<file path="src/hw/rtl/tsf_pkg.sv">
// ----------------------------------------------------------------------------
// Touch sample filter package
// Shared widths, register indexes, reset values and payload types for the
// touch sample filter and press tracker.
// ----------------------------------------------------------------------------
`timescale 1ns / 1ps
`default_nettype none

package tsf_pkg;

  // Field widths.
  localparam int ADC_W     = 12;
  localparam int COORD_W   = 16;
  localparam int CFG_W     = 16;
  localparam int CFG_IDX_W = 3;
  localparam int ERR_W     = 12;
  localparam int GRP_W     = 2;
  localparam int FRAC_BITS = 14;

  localparam int ADC_MAX = (1 << ADC_W) - 1;

  // Default filter geometry.
  localparam int SAMPLES_PER_GROUP_DEF = 5;
  localparam int TRIM_EACH_END_DEF     = 1;

  // Configuration register indexes.
  localparam logic [CFG_IDX_W-1:0] CFG_X_GAIN    = 3'd0;
  localparam logic [CFG_IDX_W-1:0] CFG_Y_GAIN    = 3'd1;
  localparam logic [CFG_IDX_W-1:0] CFG_X_OFFSET  = 3'd2;
  localparam logic [CFG_IDX_W-1:0] CFG_Y_OFFSET  = 3'd3;
  localparam logic [CFG_IDX_W-1:0] CFG_ERR_RANGE = 3'd4;

  // Configuration reset values.
  localparam logic signed [CFG_W-1:0] X_GAIN_RST   = 16'sd1081;
  localparam logic signed [CFG_W-1:0] Y_GAIN_RST   = 16'sd1442;
  localparam logic signed [CFG_W-1:0] X_OFFSET_RST = -16'sd15;
  localparam logic signed [CFG_W-1:0] Y_OFFSET_RST = -16'sd18;
  localparam logic [ERR_W-1:0]        ERR_RST      = 12'd50;

  // Coordinate value shown while the pen stays up.
  localparam logic [COORD_W-1:0] COORD_IDLE = 16'hFFFF;

  // Group order within one scan.
  localparam logic [GRP_W-1:0] GRP_X0 = 2'd0;
  localparam logic [GRP_W-1:0] GRP_Y0 = 2'd1;
  localparam logic [GRP_W-1:0] GRP_X1 = 2'd2;
  localparam logic [GRP_W-1:0] GRP_Y1 = 2'd3;

  typedef struct packed {
    logic             func;
    logic [ADC_W-1:0] sample;
    logic             raw_mode;
    logic             clear_caught;
  } in_item_t;

  typedef struct packed {
    logic [COORD_W-1:0] pos_x;
    logic [COORD_W-1:0] pos_y;
    logic [COORD_W-1:0] start_x;
    logic [COORD_W-1:0] start_y;
    logic               pressed;
    logic               caught;
    logic               reading_ok;
  } out_item_t;

  // Group completion event from the accumulator.
  typedef struct packed {
    logic             done;
    logic [GRP_W-1:0] grp;
  } grp_evt_t;

  // Trim per end, limited so that at least one sample is averaged.
  function automatic int eff_trim(int n, int t);
    int lim;
    lim = (n - 1) / 2;
    return (t > lim) ? lim : t;
  endfunction

  // Width of a running sum over one group.
  function automatic int sum_width(int n);
    return $clog2(n * ADC_MAX + 1);
  endfunction

endpackage

`default_nettype wire

</file>
<file path="src/hw/rtl/tsf_trim_acc.sv">
// ----------------------------------------------------------------------------
// Trimmed group accumulator
// Counts samples into groups, keeps a running sum and the smallest and
// largest samples of the group, and gives the trimmed sum on the last one.
// ----------------------------------------------------------------------------
`timescale 1ns / 1ps
`default_nettype none

module tsf_trim_acc #(
  parameter int SAMPLES_PER_GROUP = tsf_pkg::SAMPLES_PER_GROUP_DEF,
  parameter int TRIM_EACH_END     = tsf_pkg::TRIM_EACH_END_DEF,
  localparam int SumW             = tsf_pkg::sum_width(SAMPLES_PER_GROUP)
) (
  input  wire logic                     clk,
  input  wire logic                     rst_n,
  input  wire logic                     step,
  input  wire logic                     func,
  input  wire logic [tsf_pkg::ADC_W-1:0] sample,
  output tsf_pkg::grp_evt_t             evt,
  output logic [SumW-1:0]               trim_sum
);

  import tsf_pkg::*;

  localparam int EffTrim = eff_trim(SAMPLES_PER_GROUP, TRIM_EACH_END);
  localparam int PosW    = $clog2(SAMPLES_PER_GROUP);
  localparam logic [PosW-1:0] PosLast = PosW'(SAMPLES_PER_GROUP - 1);

  logic [PosW-1:0]  pos_r, pos_nxt;
  logic [GRP_W-1:0] grp_r, grp_nxt;
  logic [SumW-1:0]  sum_r, sum_nxt;
  logic [ADC_W-1:0] lo1_r, lo2_r, hi1_r, hi2_r;
  logic [ADC_W-1:0] lo1_nxt, lo2_nxt, hi1_nxt, hi2_nxt;
  logic             first, last;

  assign first = (pos_r == '0);
  assign last  = (pos_r == PosLast);

  // Running sum and the two smallest and two largest samples, this one included.
  always_comb begin
    sum_nxt = (first ? '0 : sum_r) + SumW'(sample);
    if (first) begin
      lo1_nxt = sample;
      lo2_nxt = ADC_W'(ADC_MAX);
      hi1_nxt = sample;
      hi2_nxt = '0;
    end else begin
      lo1_nxt = lo1_r;
      lo2_nxt = lo2_r;
      hi1_nxt = hi1_r;
      hi2_nxt = hi2_r;
      if (sample < lo1_r) begin
        lo1_nxt = sample;
        lo2_nxt = lo1_r;
      end else if (sample < lo2_r) begin
        lo2_nxt = sample;
      end
      if (sample > hi1_r) begin
        hi1_nxt = sample;
        hi2_nxt = hi1_r;
      end else if (sample > hi2_r) begin
        hi2_nxt = sample;
      end
    end
  end

  // Trimmed sum, valid in the cycle of the group's last sample.
  always_comb begin
    if (EffTrim == 0) begin
      trim_sum = sum_nxt;
    end else if (EffTrim == 1) begin
      trim_sum = sum_nxt - SumW'(lo1_nxt) - SumW'(hi1_nxt);
    end else begin
      trim_sum = sum_nxt - SumW'(lo1_nxt) - SumW'(lo2_nxt)
               - SumW'(hi1_nxt) - SumW'(hi2_nxt);
    end
  end

  assign evt.done = step && func && last;
  assign evt.grp  = grp_r;

  // Position counters; a pen-up item drops a partial scan.
  always_comb begin
    pos_nxt = pos_r;
    grp_nxt = grp_r;
    if (step) begin
      if (func) begin
        pos_nxt = last ? '0 : pos_r + PosW'(1);
        grp_nxt = last ? grp_r + GRP_W'(1) : grp_r;
      end else begin
        pos_nxt = '0;
        grp_nxt = '0;
      end
    end
  end

  always_ff @(posedge clk) begin
    if (!rst_n) begin
      pos_r <= '0;
      grp_r <= '0;
      sum_r <= '0;
    end else begin
      pos_r <= pos_nxt;
      grp_r <= grp_nxt;
      if (step && func) begin
        sum_r <= sum_nxt;
      end
    end
  end

  // Extremes need no reset: the first sample of a group overwrites them.
  always_ff @(posedge clk) begin
    if (step && func) begin
      lo1_r <= lo1_nxt;
      lo2_r <= lo2_nxt;
      hi1_r <= hi1_nxt;
      hi2_r <= hi2_nxt;
    end
  end

endmodule

`default_nettype wire

</file>
<file path="src/hw/rtl/touch_sample_filter_and_press_tracker_core.sv">
// ----------------------------------------------------------------------------
// Touch sample filter and press tracker
// Filters touch ADC samples into trimmed group means, checks that the two
// readings of each axis agree, maps them to screen coordinates and tracks
// the pen press state.
//
//   Channel  Ports                         Moves
//   input    in_valid/in_ready/in_data     one sample or pen-up event
//   result   out_valid/out_ready/out_data  one scan or pen-up report
//   config   cfg_we/cfg_idx/cfg_wdata      one register write, no wait
//
// One item is taken per cycle unless every stage is full behind a stalled result;
// the item that causes a result passes through the input register, trimmed
// sum, reciprocal divide, axis check and gain multiply, offset and press state.
// Reset is synchronous and needs no clearing pass. A stalled result holds
// only the last stage; empty stages ahead of it keep taking items.
// ----------------------------------------------------------------------------
`timescale 1ns / 1ps
`default_nettype none

module touch_sample_filter_and_press_tracker_core #(
  parameter int SAMPLES_PER_GROUP = tsf_pkg::SAMPLES_PER_GROUP_DEF,
  parameter int TRIM_EACH_END     = tsf_pkg::TRIM_EACH_END_DEF
) (
  input  wire logic                        clk,
  input  wire logic                        rst_n,
  input  wire logic                        in_valid,
  output logic                             in_ready,
  input  wire tsf_pkg::in_item_t           in_data,
  output logic                             out_valid,
  input  wire logic                        out_ready,
  output tsf_pkg::out_item_t               out_data,
  input  wire logic                        cfg_we,
  input  wire logic [tsf_pkg::CFG_IDX_W-1:0] cfg_idx,
  input  wire logic [tsf_pkg::CFG_W-1:0]   cfg_wdata
);

  import tsf_pkg::*;

  localparam int EffTrim  = eff_trim(SAMPLES_PER_GROUP, TRIM_EACH_END);
  localparam int SumW     = sum_width(SAMPLES_PER_GROUP);
  localparam int Div      = SAMPLES_PER_GROUP - 2 * EffTrim;
  localparam int RecShift = SumW + $clog2(Div);
  localparam int RecMul   = ((1 << RecShift) + Div - 1) / Div;
  localparam int RecW     = SumW + 2;
  localparam int ProdW    = CFG_W + ADC_W + 1;
  localparam int QuotW    = ProdW - FRAC_BITS;
  localparam logic [RecW-1:0] RecMulV = RecW'(RecMul);

  typedef enum logic [1:0] {
    KIND_SAMPLE,
    KIND_GROUP,
    KIND_PEN_UP
  } kind_t;

  // Configuration registers.
  logic signed [CFG_W-1:0] x_gain_r, y_gain_r, x_off_r, y_off_r;
  logic [ERR_W-1:0]        err_r;

  always_ff @(posedge clk) begin
    if (!rst_n) begin
      x_gain_r <= X_GAIN_RST;
      y_gain_r <= Y_GAIN_RST;
      x_off_r  <= X_OFFSET_RST;
      y_off_r  <= Y_OFFSET_RST;
      err_r    <= ERR_RST;
    end else if (cfg_we) begin
      case (cfg_idx)
        CFG_X_GAIN:    x_gain_r <= cfg_wdata;
        CFG_Y_GAIN:    y_gain_r <= cfg_wdata;
        CFG_X_OFFSET:  x_off_r  <= cfg_wdata;
        CFG_Y_OFFSET:  y_off_r  <= cfg_wdata;
        CFG_ERR_RANGE: err_r    <= cfg_wdata[ERR_W-1:0];
        default: ;
      endcase
    end
  end

  // Stage registers.
  logic                    s1_v_r, s2_v_r, s3_v_r, s4_v_r;
  in_item_t                s1_item_r;
  kind_t                   s1_kind, s2_kind_r, s3_kind_r, s3_kind_nxt, s4_kind_r;
  logic [GRP_W-1:0]        s2_grp_r, s3_grp_r;
  logic [SumW-1:0]         s2_tsum_r;
  logic [ADC_W-1:0]        s3_mean_r;
  logic                    s2_raw_r, s3_raw_r, s4_raw_r;
  logic                    s2_clr_r, s3_clr_r, s4_clr_r;
  logic                    s4_ok_r;
  logic [ADC_W-1:0]        s4_ax_r, s4_ay_r;
  logic signed [ProdW-1:0] s4_px_r, s4_py_r;

  // Handshake chain: a stage moves on when the next one can take it.
  logic out_free, s4_res, go1, go2, go3, go4, rdy2, rdy3, rdy4;

  assign out_free = !out_valid || out_ready;
  assign s4_res   = (s4_kind_r != KIND_SAMPLE);
  assign go4      = s4_v_r && (!s4_res || out_free);
  assign rdy4     = !s4_v_r || go4;
  assign go3      = s3_v_r && rdy4;
  assign rdy3     = !s3_v_r || go3;
  assign go2      = s2_v_r && rdy3;
  assign rdy2     = !s2_v_r || go2;
  assign go1      = s1_v_r && rdy2;
  assign in_ready = !s1_v_r || go1;

  always_ff @(posedge clk) begin
    if (!rst_n) begin
      s1_v_r <= 1'b0;
      s2_v_r <= 1'b0;
      s3_v_r <= 1'b0;
      s4_v_r <= 1'b0;
    end else begin
      if (in_ready) s1_v_r <= in_valid;
      if (rdy2)     s2_v_r <= go1;
      if (rdy3)     s3_v_r <= go2;
      if (rdy4)     s4_v_r <= go3;
    end
  end

  // Stage 1: input register.
  always_ff @(posedge clk) begin
    if (in_ready) s1_item_r <= in_data;
  end

  // Group accumulation on the transfer out of stage 1.
  grp_evt_t        evt;
  logic [SumW-1:0] trim_sum;

  tsf_trim_acc #(
    .SAMPLES_PER_GROUP(SAMPLES_PER_GROUP),
    .TRIM_EACH_END    (TRIM_EACH_END)
  ) u_acc (
    .clk     (clk),
    .rst_n   (rst_n),
    .step    (go1),
    .func    (s1_item_r.func),
    .sample  (s1_item_r.sample),
    .evt     (evt),
    .trim_sum(trim_sum)
  );

  always_comb begin
    if (!s1_item_r.func) begin
      s1_kind = KIND_PEN_UP;
    end else if (evt.done) begin
      s1_kind = KIND_GROUP;
    end else begin
      s1_kind = KIND_SAMPLE;
    end
  end

  // Stage 2: trimmed sum.
  always_ff @(posedge clk) begin
    if (rdy2) begin
      s2_kind_r <= s1_kind;
      s2_grp_r  <= evt.grp;
      s2_tsum_r <= trim_sum;
      s2_raw_r  <= s1_item_r.raw_mode;
      s2_clr_r  <= s1_item_r.clear_caught;
    end
  end

  // Floor division by the kept sample count through an exact reciprocal.
  logic [SumW+RecW-1:0] rec_prod;
  assign rec_prod = s2_tsum_r * RecMulV;

  // Stage 3: group mean.
  always_ff @(posedge clk) begin
    if (rdy3) begin
      s3_kind_r <= s2_kind_r;
      s3_grp_r  <= s2_grp_r;
      s3_mean_r <= rec_prod[RecShift +: ADC_W];
      s3_raw_r  <= s2_raw_r;
      s3_clr_r  <= s2_clr_r;
    end
  end

  // Means of the earlier groups of a scan.
  logic [ADC_W-1:0] fx_r, fy_r, sx_r;

  always_ff @(posedge clk) begin
    if (go3 && s3_kind_r == KIND_GROUP) begin
      case (s3_grp_r)
        GRP_X0:  fx_r <= s3_mean_r;
        GRP_Y0:  fy_r <= s3_mean_r;
        GRP_X1:  sx_r <= s3_mean_r;
        default: ;
      endcase
    end
  end

  // Axis agreement, pair averages and the gain products on the scan end.
  logic [ADC_W-1:0]        dx, dy, ax, ay;
  logic [ADC_W:0]          sum_x, sum_y;
  logic                    ok;
  logic signed [ProdW-1:0] px, py;

  always_comb begin
    dx    = (fx_r >= sx_r) ? fx_r - sx_r : sx_r - fx_r;
    dy    = (fy_r >= s3_mean_r) ? fy_r - s3_mean_r : s3_mean_r - fy_r;
    ok    = (dx < err_r) && (dy < err_r);
    sum_x = {1'b0, fx_r} + {1'b0, sx_r};
    sum_y = {1'b0, fy_r} + {1'b0, s3_mean_r};
    ax    = sum_x[ADC_W:1];
    ay    = sum_y[ADC_W:1];
    px    = x_gain_r * $signed({1'b0, ax});
    py    = y_gain_r * $signed({1'b0, ay});
    // Only the last group of a scan travels on as a group event.
    if (s3_kind_r == KIND_GROUP && s3_grp_r != GRP_Y1) begin
      s3_kind_nxt = KIND_SAMPLE;
    end else begin
      s3_kind_nxt = s3_kind_r;
    end
  end

  // Stage 4: products and check result.
  always_ff @(posedge clk) begin
    if (rdy4) begin
      s4_kind_r <= s3_kind_nxt;
      s4_ok_r   <= ok;
      s4_raw_r  <= s3_raw_r;
      s4_clr_r  <= s3_clr_r;
      s4_ax_r   <= ax;
      s4_ay_r   <= ay;
      s4_px_r   <= px;
      s4_py_r   <= py;
    end
  end

  // Calibration: floor by the Q2.14 scale, add the offset, keep 16 bits.
  logic signed [QuotW-1:0] qx, qy;
  logic [COORD_W-1:0]      map_x, map_y, new_x, new_y;

  always_comb begin
    qx    = s4_px_r[ProdW-1:FRAC_BITS];
    qy    = s4_py_r[ProdW-1:FRAC_BITS];
    map_x = COORD_W'(qx) + COORD_W'(x_off_r);
    map_y = COORD_W'(qy) + COORD_W'(y_off_r);
    if (!s4_ok_r) begin
      new_x = 'x;
      new_y = 'x;
    end else if (s4_raw_r) begin
      new_x = COORD_W'(s4_ax_r);
      new_y = COORD_W'(s4_ay_r);
    end else begin
      new_x = map_x;
      new_y = map_y;
    end
  end

  // Press state.
  logic               pressed_r, pressed_nxt, caught_r, caught_nxt;
  logic [COORD_W-1:0] cur_x_r, cur_x_nxt, cur_y_r, cur_y_nxt;
  logic [COORD_W-1:0] press_x_r, press_x_nxt, press_y_r, press_y_nxt;

  always_comb begin
    pressed_nxt = pressed_r;
    caught_nxt  = caught_r && !s4_clr_r;
    cur_x_nxt   = cur_x_r;
    cur_y_nxt   = cur_y_r;
    press_x_nxt = press_x_r;
    press_y_nxt = press_y_r;
    case (s4_kind_r)
      KIND_GROUP: begin
        if (s4_ok_r) begin
          cur_x_nxt = new_x;
          cur_y_nxt = new_y;
        end
        if (!pressed_r) begin
          pressed_nxt = 1'b1;
          caught_nxt  = 1'b1;
          press_x_nxt = cur_x_nxt;
          press_y_nxt = cur_y_nxt;
        end
      end
      KIND_PEN_UP: begin
        if (pressed_r) begin
          pressed_nxt = 1'b0;
        end else begin
          press_x_nxt = '0;
          press_y_nxt = '0;
          cur_x_nxt   = COORD_IDLE;
          cur_y_nxt   = COORD_IDLE;
        end
      end
      default: ;
    endcase
  end

  // Press state and result register.
  always_ff @(posedge clk) begin
    if (!rst_n) begin
      pressed_r <= 1'b0;
      caught_r  <= 1'b0;
      cur_x_r   <= '0;
      cur_y_r   <= '0;
      press_x_r <= '0;
      press_y_r <= '0;
      out_valid <= 1'b0;
    end else begin
      if (go4) begin
        pressed_r <= pressed_nxt;
        caught_r  <= caught_nxt;
        cur_x_r   <= cur_x_nxt;
        cur_y_r   <= cur_y_nxt;
        press_x_r <= press_x_nxt;
        press_y_r <= press_y_nxt;
      end
      if (go4 && s4_res) begin
        out_valid <= 1'b1;
      end else if (out_ready) begin
        out_valid <= 1'b0;
      end
    end
  end

  always_ff @(posedge clk) begin
    if (go4 && s4_res) begin
      out_data.pos_x      <= cur_x_nxt;
      out_data.pos_y      <= cur_y_nxt;
      out_data.start_x    <= press_x_nxt;
      out_data.start_y    <= press_y_nxt;
      out_data.pressed    <= pressed_nxt;
      out_data.caught     <= caught_nxt;
      out_data.reading_ok <= (s4_kind_r == KIND_GROUP) && s4_ok_r;
    end
  end

  // A completed scan always leaves the pen pressed.
  a_scan_sets_pressed: assert property (@(posedge clk) disable iff (!rst_n)
    go4 && s4_kind_r == KIND_GROUP |=> pressed_r)
    else $error("pressed flag not set after a completed scan");

  // A good reading comes only from a scan, which leaves the pen pressed.
  a_ok_means_pressed: assert property (@(posedge clk) disable iff (!rst_n)
    out_valid && out_data.reading_ok |-> out_data.pressed)
    else $error("reading_ok reported without a press");

  // Pen-up while idle parks the coordinates.
  a_idle_park: assert property (@(posedge clk) disable iff (!rst_n)
    go4 && s4_kind_r == KIND_PEN_UP && !pressed_r |=>
      cur_x_r == COORD_IDLE && cur_y_r == COORD_IDLE && press_x_r == '0)
    else $error("idle pen-up did not park the coordinates");

endmodule

`default_nettype wire

</file>
<file path="config.mk">
export PLATFORM = sky130hd
export DESIGN_NAME = touch_sample_filter_and_press_tracker_core
export DESIGN_NICKNAME = d
export VERILOG_FILES = /design/src/hw/rtl/tsf_pkg.sv /design/src/hw/rtl/tsf_trim_acc.sv /design/src/hw/rtl/touch_sample_filter_and_press_tracker_core.sv
export SDC_FILE = /design/constraint.sdc
export NUM_CORES = 2
export LEC_CHECK = 0
export BUFFER_PORTS_ARGS = -buffer_cell sky130_fd_sc_hd__buf_2
export CORE_MARGIN = 2
export CORE_UTILIZATION = 55
export DETAILED_ROUTE_END_ITERATION = 6
export PLACE_DENSITY = 0.72
export SYNTH_ARGS = -nofsm -noshare
export SYNTH_HDL_FRONTEND = slang
export SYNTH_HIERARCHICAL = 1
export SYNTH_SLANG_ARGS = --single-unit
export TNS_END_PERCENT = 5
</file>
<file path="constraint.sdc">
create_clock -name clk -period 10.7 [get_ports clk]
set_input_delay 1.07 -clock clk [delete_from_list [all_inputs] [get_ports clk]]
set_output_delay 1.07 -clock clk [all_outputs]
set_load 0.05 [all_outputs]
</file>
==> results list <==
- In this run the horizontal extent of the chip is 272 µm.
* Share of the synthesized area in the top cell type: 0.221
- From bottom edge to top edge, the die measures 272 µm.
- The number of antenna violations at the first check in global routing came to 1.
- Period utilisation layout: 0.735
- For this run, the post-layout net count is 5119.
* IO Pins: 108
* Most frequently used flop master after synthesis: sky130_fd_sc_hd__edfxtp_1
- Worst slew margin: 0.214
- In the final layout, the share of cells above drive strength 1 is 0.0675.
- Clock buffers created by TritonCTS: 44
- Critical path start-end classification: flop to flop
* Cell type with the highest aggregate area in the netlist: sky130_fd_sc_hd__fa_1
- Part of the Yosys area used for sequential elements: 0.267
* Total global-route track usage: 0.258
- Max Clock Skew: 0.0309 ns
- Setup repair after global routing left no endpoint under its margin.
* Clock-pin slew on the worst setup and hold paths: 0.06 ns
- Element type at the critical path start: flop
- Summed negative setup slack over all endpoints: 0 ns
- Number of iterations in the first detailed-routing pass: 7
- In this run, post-CTS repair resized a total of 0 instances.
* Via-per-instance ratio: 5.62
* Instance count along the most critical hold path: 0
- Data on the critical path arrives at its endpoint at 8.20 ns.
* Slew at the pin closest to its max-slew limit: 1.18 ns
* Core Rows: 98
* Post-Synthesis Mean Instance Area: 9.37 µm²
- Number of cells traversed by the worst register-to-register path: 27
* Residual DRC: 1
- The number of antenna diodes in the final layout is 0.
- After routing the design area is 42500 µm².
- Number of flops mapped to enable cells by yosys: 240
* Post-synthesis register bit count: 407
- The critical path runs through a total of 27 cells.
- Routed WL per cell: 17.9 µm
- Yosys attributes the largest share of cell area to sky130_fd_sc_hd__fa_1, sky130_fd_sc_hd__edfxtp_1, sky130_fd_sc_hd__ha_1.
- Clock tree synthesis found a total of 407 sinks.
- Synthesis produced a netlist whose cell count is 4219.
* TritonCTS clock tree: done
* Count of final hold-check violations: 0
- Post-CTS Repair Setup Buffers: 0
- Dpl hpwl: 71600 µm
* Clock root buffer: sky130_fd_sc_hd__clkbuf_16
* Library cell appearing most often on the critical path: sky130_fd_sc_hd__fa_1
* Run status: finished with violations
* Core box area: 71400 µm²
- Overflow left after global routing: 0
- GP Congestion: 0.883
- The first global-routing pass estimated 153000 µm of wire.
- Kind of cell with the highest combined delay on the critical path: adder cells
- The floorplan step defined a die boundary enclosing 74100 µm².
- Port buffering added 107 buffers.
- The number of global-route vias before repair was 29900.
* WL final: 93600 µm
* Initial Util: 0.554
* Count of cell types in the netlist: 90
- Endpoint required time on the critical path: 11.04 ns
- The slowest stage of the critical path is the sky130_fd_sc_hd__nor2_1 cell.
- Proportion of synthesized flip-flops having asynchronous set or reset: 0
* Detailed router's first-iteration violation count: 2056
- The final reports fail on DRC.
- Hold repair after CTS inserted 0 buffers.
* Max-cap viol count: 0
- Setup violators final: 0
- The tightest min-delay check is of the flop to flop type.
- Once placement finished, the instance area stood at 40900 µm².
- Clk buf depth: 3
* Post-synth design cell area: 39500 µm²
* Crit path max fanout: 18
- Together, buffers and inverters on the worst path number 3.
- Max Clock Freq: 127 MHz
- In this design, the stage delay of the slowest critical-path cell is 0.78 ns.
* Pin count of the biggest net entering global routing: 68
* ANT nets after route: 0
* Synth-to-Final Area Change: 7.40%
- The worst setup path is captured at a flop.
- Number of max-slew violations in the final report: 0
* Source-to-sink clock delay at the later pin of the worst-skew pair: 0.59 ns
- Maximum level of the CTS H-tree: 2
- Across all layers, the routed design uses 29400 vias.
- Number of warning messages in the yosys log: 6
* Time the final worst path needs with I/O delays and setup: 7.86 ns
* Syn_nets: 5093
synth_stat cells (all sizes together), types with 6 or more instances:
cell type	number
a2111oi	13
xor2	33
clkbuf	139
and4	7
mux2i	64
inv	681
mux2	24
o31ai	19
nor3	56
a22o	7
a31oi	29
clkinv	7
a21oi	204
a221o	7
and3	24
nor3b	7
buf	28
o21ba	6
nand4	29
nor2b	51
o21bai	30
nor2	188
nand2	613
a22oi	10
a211oi	23
o21a	27
or2	7
o211ai	19
ha	398
dfxtp	167
o21ai	166
and2	120
o22ai	8
edfxtp	240
xnor2	96
o2111ai	16
fa	437
a21o	54
nand3	75
or3	8
nand2b	21
a2bb2oi	7
stage by stage:
stage           util  instances  setup slack (ns)  hold WS (ns)
2_1_floorplan      -       4219              3.52         0.400
3_3_place_gp   0.574       5149              3.14         0.401
3_5_place_dp   0.574       5149              2.94         0.405
4_1_cts        0.595       5231              2.92         0.414
5_1_grt        0.595       5231              2.25         0.419
6_report       0.595       5231              2.84         0.415
cells by family (layout without fill, tap and decap cells):
group | count (synthesis) | after routing | synth area share
flops | 407 | 407 | 0.267
xor+xnor | 129 | 129 | 0.0288
buf+inv | 855 | 917 | 0.0824
simple gates | 1219 | 1219 | 0.140
mux | 88 | 88 | 0.0230
compound gates | 686 | 686 | 0.112
fa+ha+maj | 835 | 835 | 0.347
cell usage in the layout (no fill, tap or decap), types with 30 or more instances in the layout:
| cell type | n |
|---|---|
| sky130_fd_sc_hd__inv_1 | 680 |
| sky130_fd_sc_hd__nand2_1 | 613 |
| sky130_fd_sc_hd__fa_1 | 437 |
| sky130_fd_sc_hd__ha_1 | 398 |
| sky130_fd_sc_hd__edfxtp_1 | 240 |
| sky130_fd_sc_hd__a21oi_1 | 201 |
| sky130_fd_sc_hd__nor2_1 | 187 |
| sky130_fd_sc_hd__dfxtp_1 | 167 |
| sky130_fd_sc_hd__o21ai_0 | 154 |
| sky130_fd_sc_hd__and2_1 | 118 |
| sky130_fd_sc_hd__buf_2 | 107 |
| sky130_fd_sc_hd__xnor2_1 | 96 |
| sky130_fd_sc_hd__nand3_1 | 75 |
| sky130_fd_sc_hd__mux2i_1 | 64 |
| sky130_fd_sc_hd__nor3_1 | 55 |
| sky130_fd_sc_hd__a21o_1 | 54 |
| sky130_fd_sc_hd__nor2b_1 | 50 |
| sky130_fd_sc_hd__clkbuf_16 | 46 |
| sky130_fd_sc_hd__buf_4 | 40 |
| sky130_fd_sc_hd__xor2_1 | 32 |
| sky130_fd_sc_hd__o21bai_1 | 30 |
state kept, by name (all words and copies together) (netlist names), 16 cells and up:
signal,count
out_data,67
x_gain_r,16
cur_x_r,16
x_off_r,16
cur_y_r,16
y_off_r,16
press_y_r,16
press_x_r,16
y_gain_r,16
metal layers:
metal	vias to the layer above	GRT usage	wire length, µm	share of wire
li1	13800	-	-	-
met1	14400	0.333	39100	0.42
met2	975	0.449	45500	0.49
met3	200	0.0331	5850	0.063
met4	2	0.0876	3220	0.034
met5	-	0	10	0.00011
layout make-up:
type                    count  area, µm²
flip-flops and latches    407      10600
well taps                 950       1190
inverters                 688       2580
multi-input cells        2957      25800
fillers                  6120      28900
repair buffers            147        836
clock inverters            27        319
clock buffers              55       1210
path summary, 6_finish.rpt:
kind	from	end	slack [ns]
setup / recovery	s3_mean_r[1]	s4_py_r[28]	2.84
hold / removal	s1_item_r[0]	s2_clr_r	0.41
setup reg to reg	s3_mean_r[1]	s4_py_r[28]	2.84
hold reg to reg	s1_item_r[0]	s2_clr_r	0.41
Power is left out: the tool's default activity adds up to more than one toggle a clock period on the data nets, which glitch-free logic cannot reach.
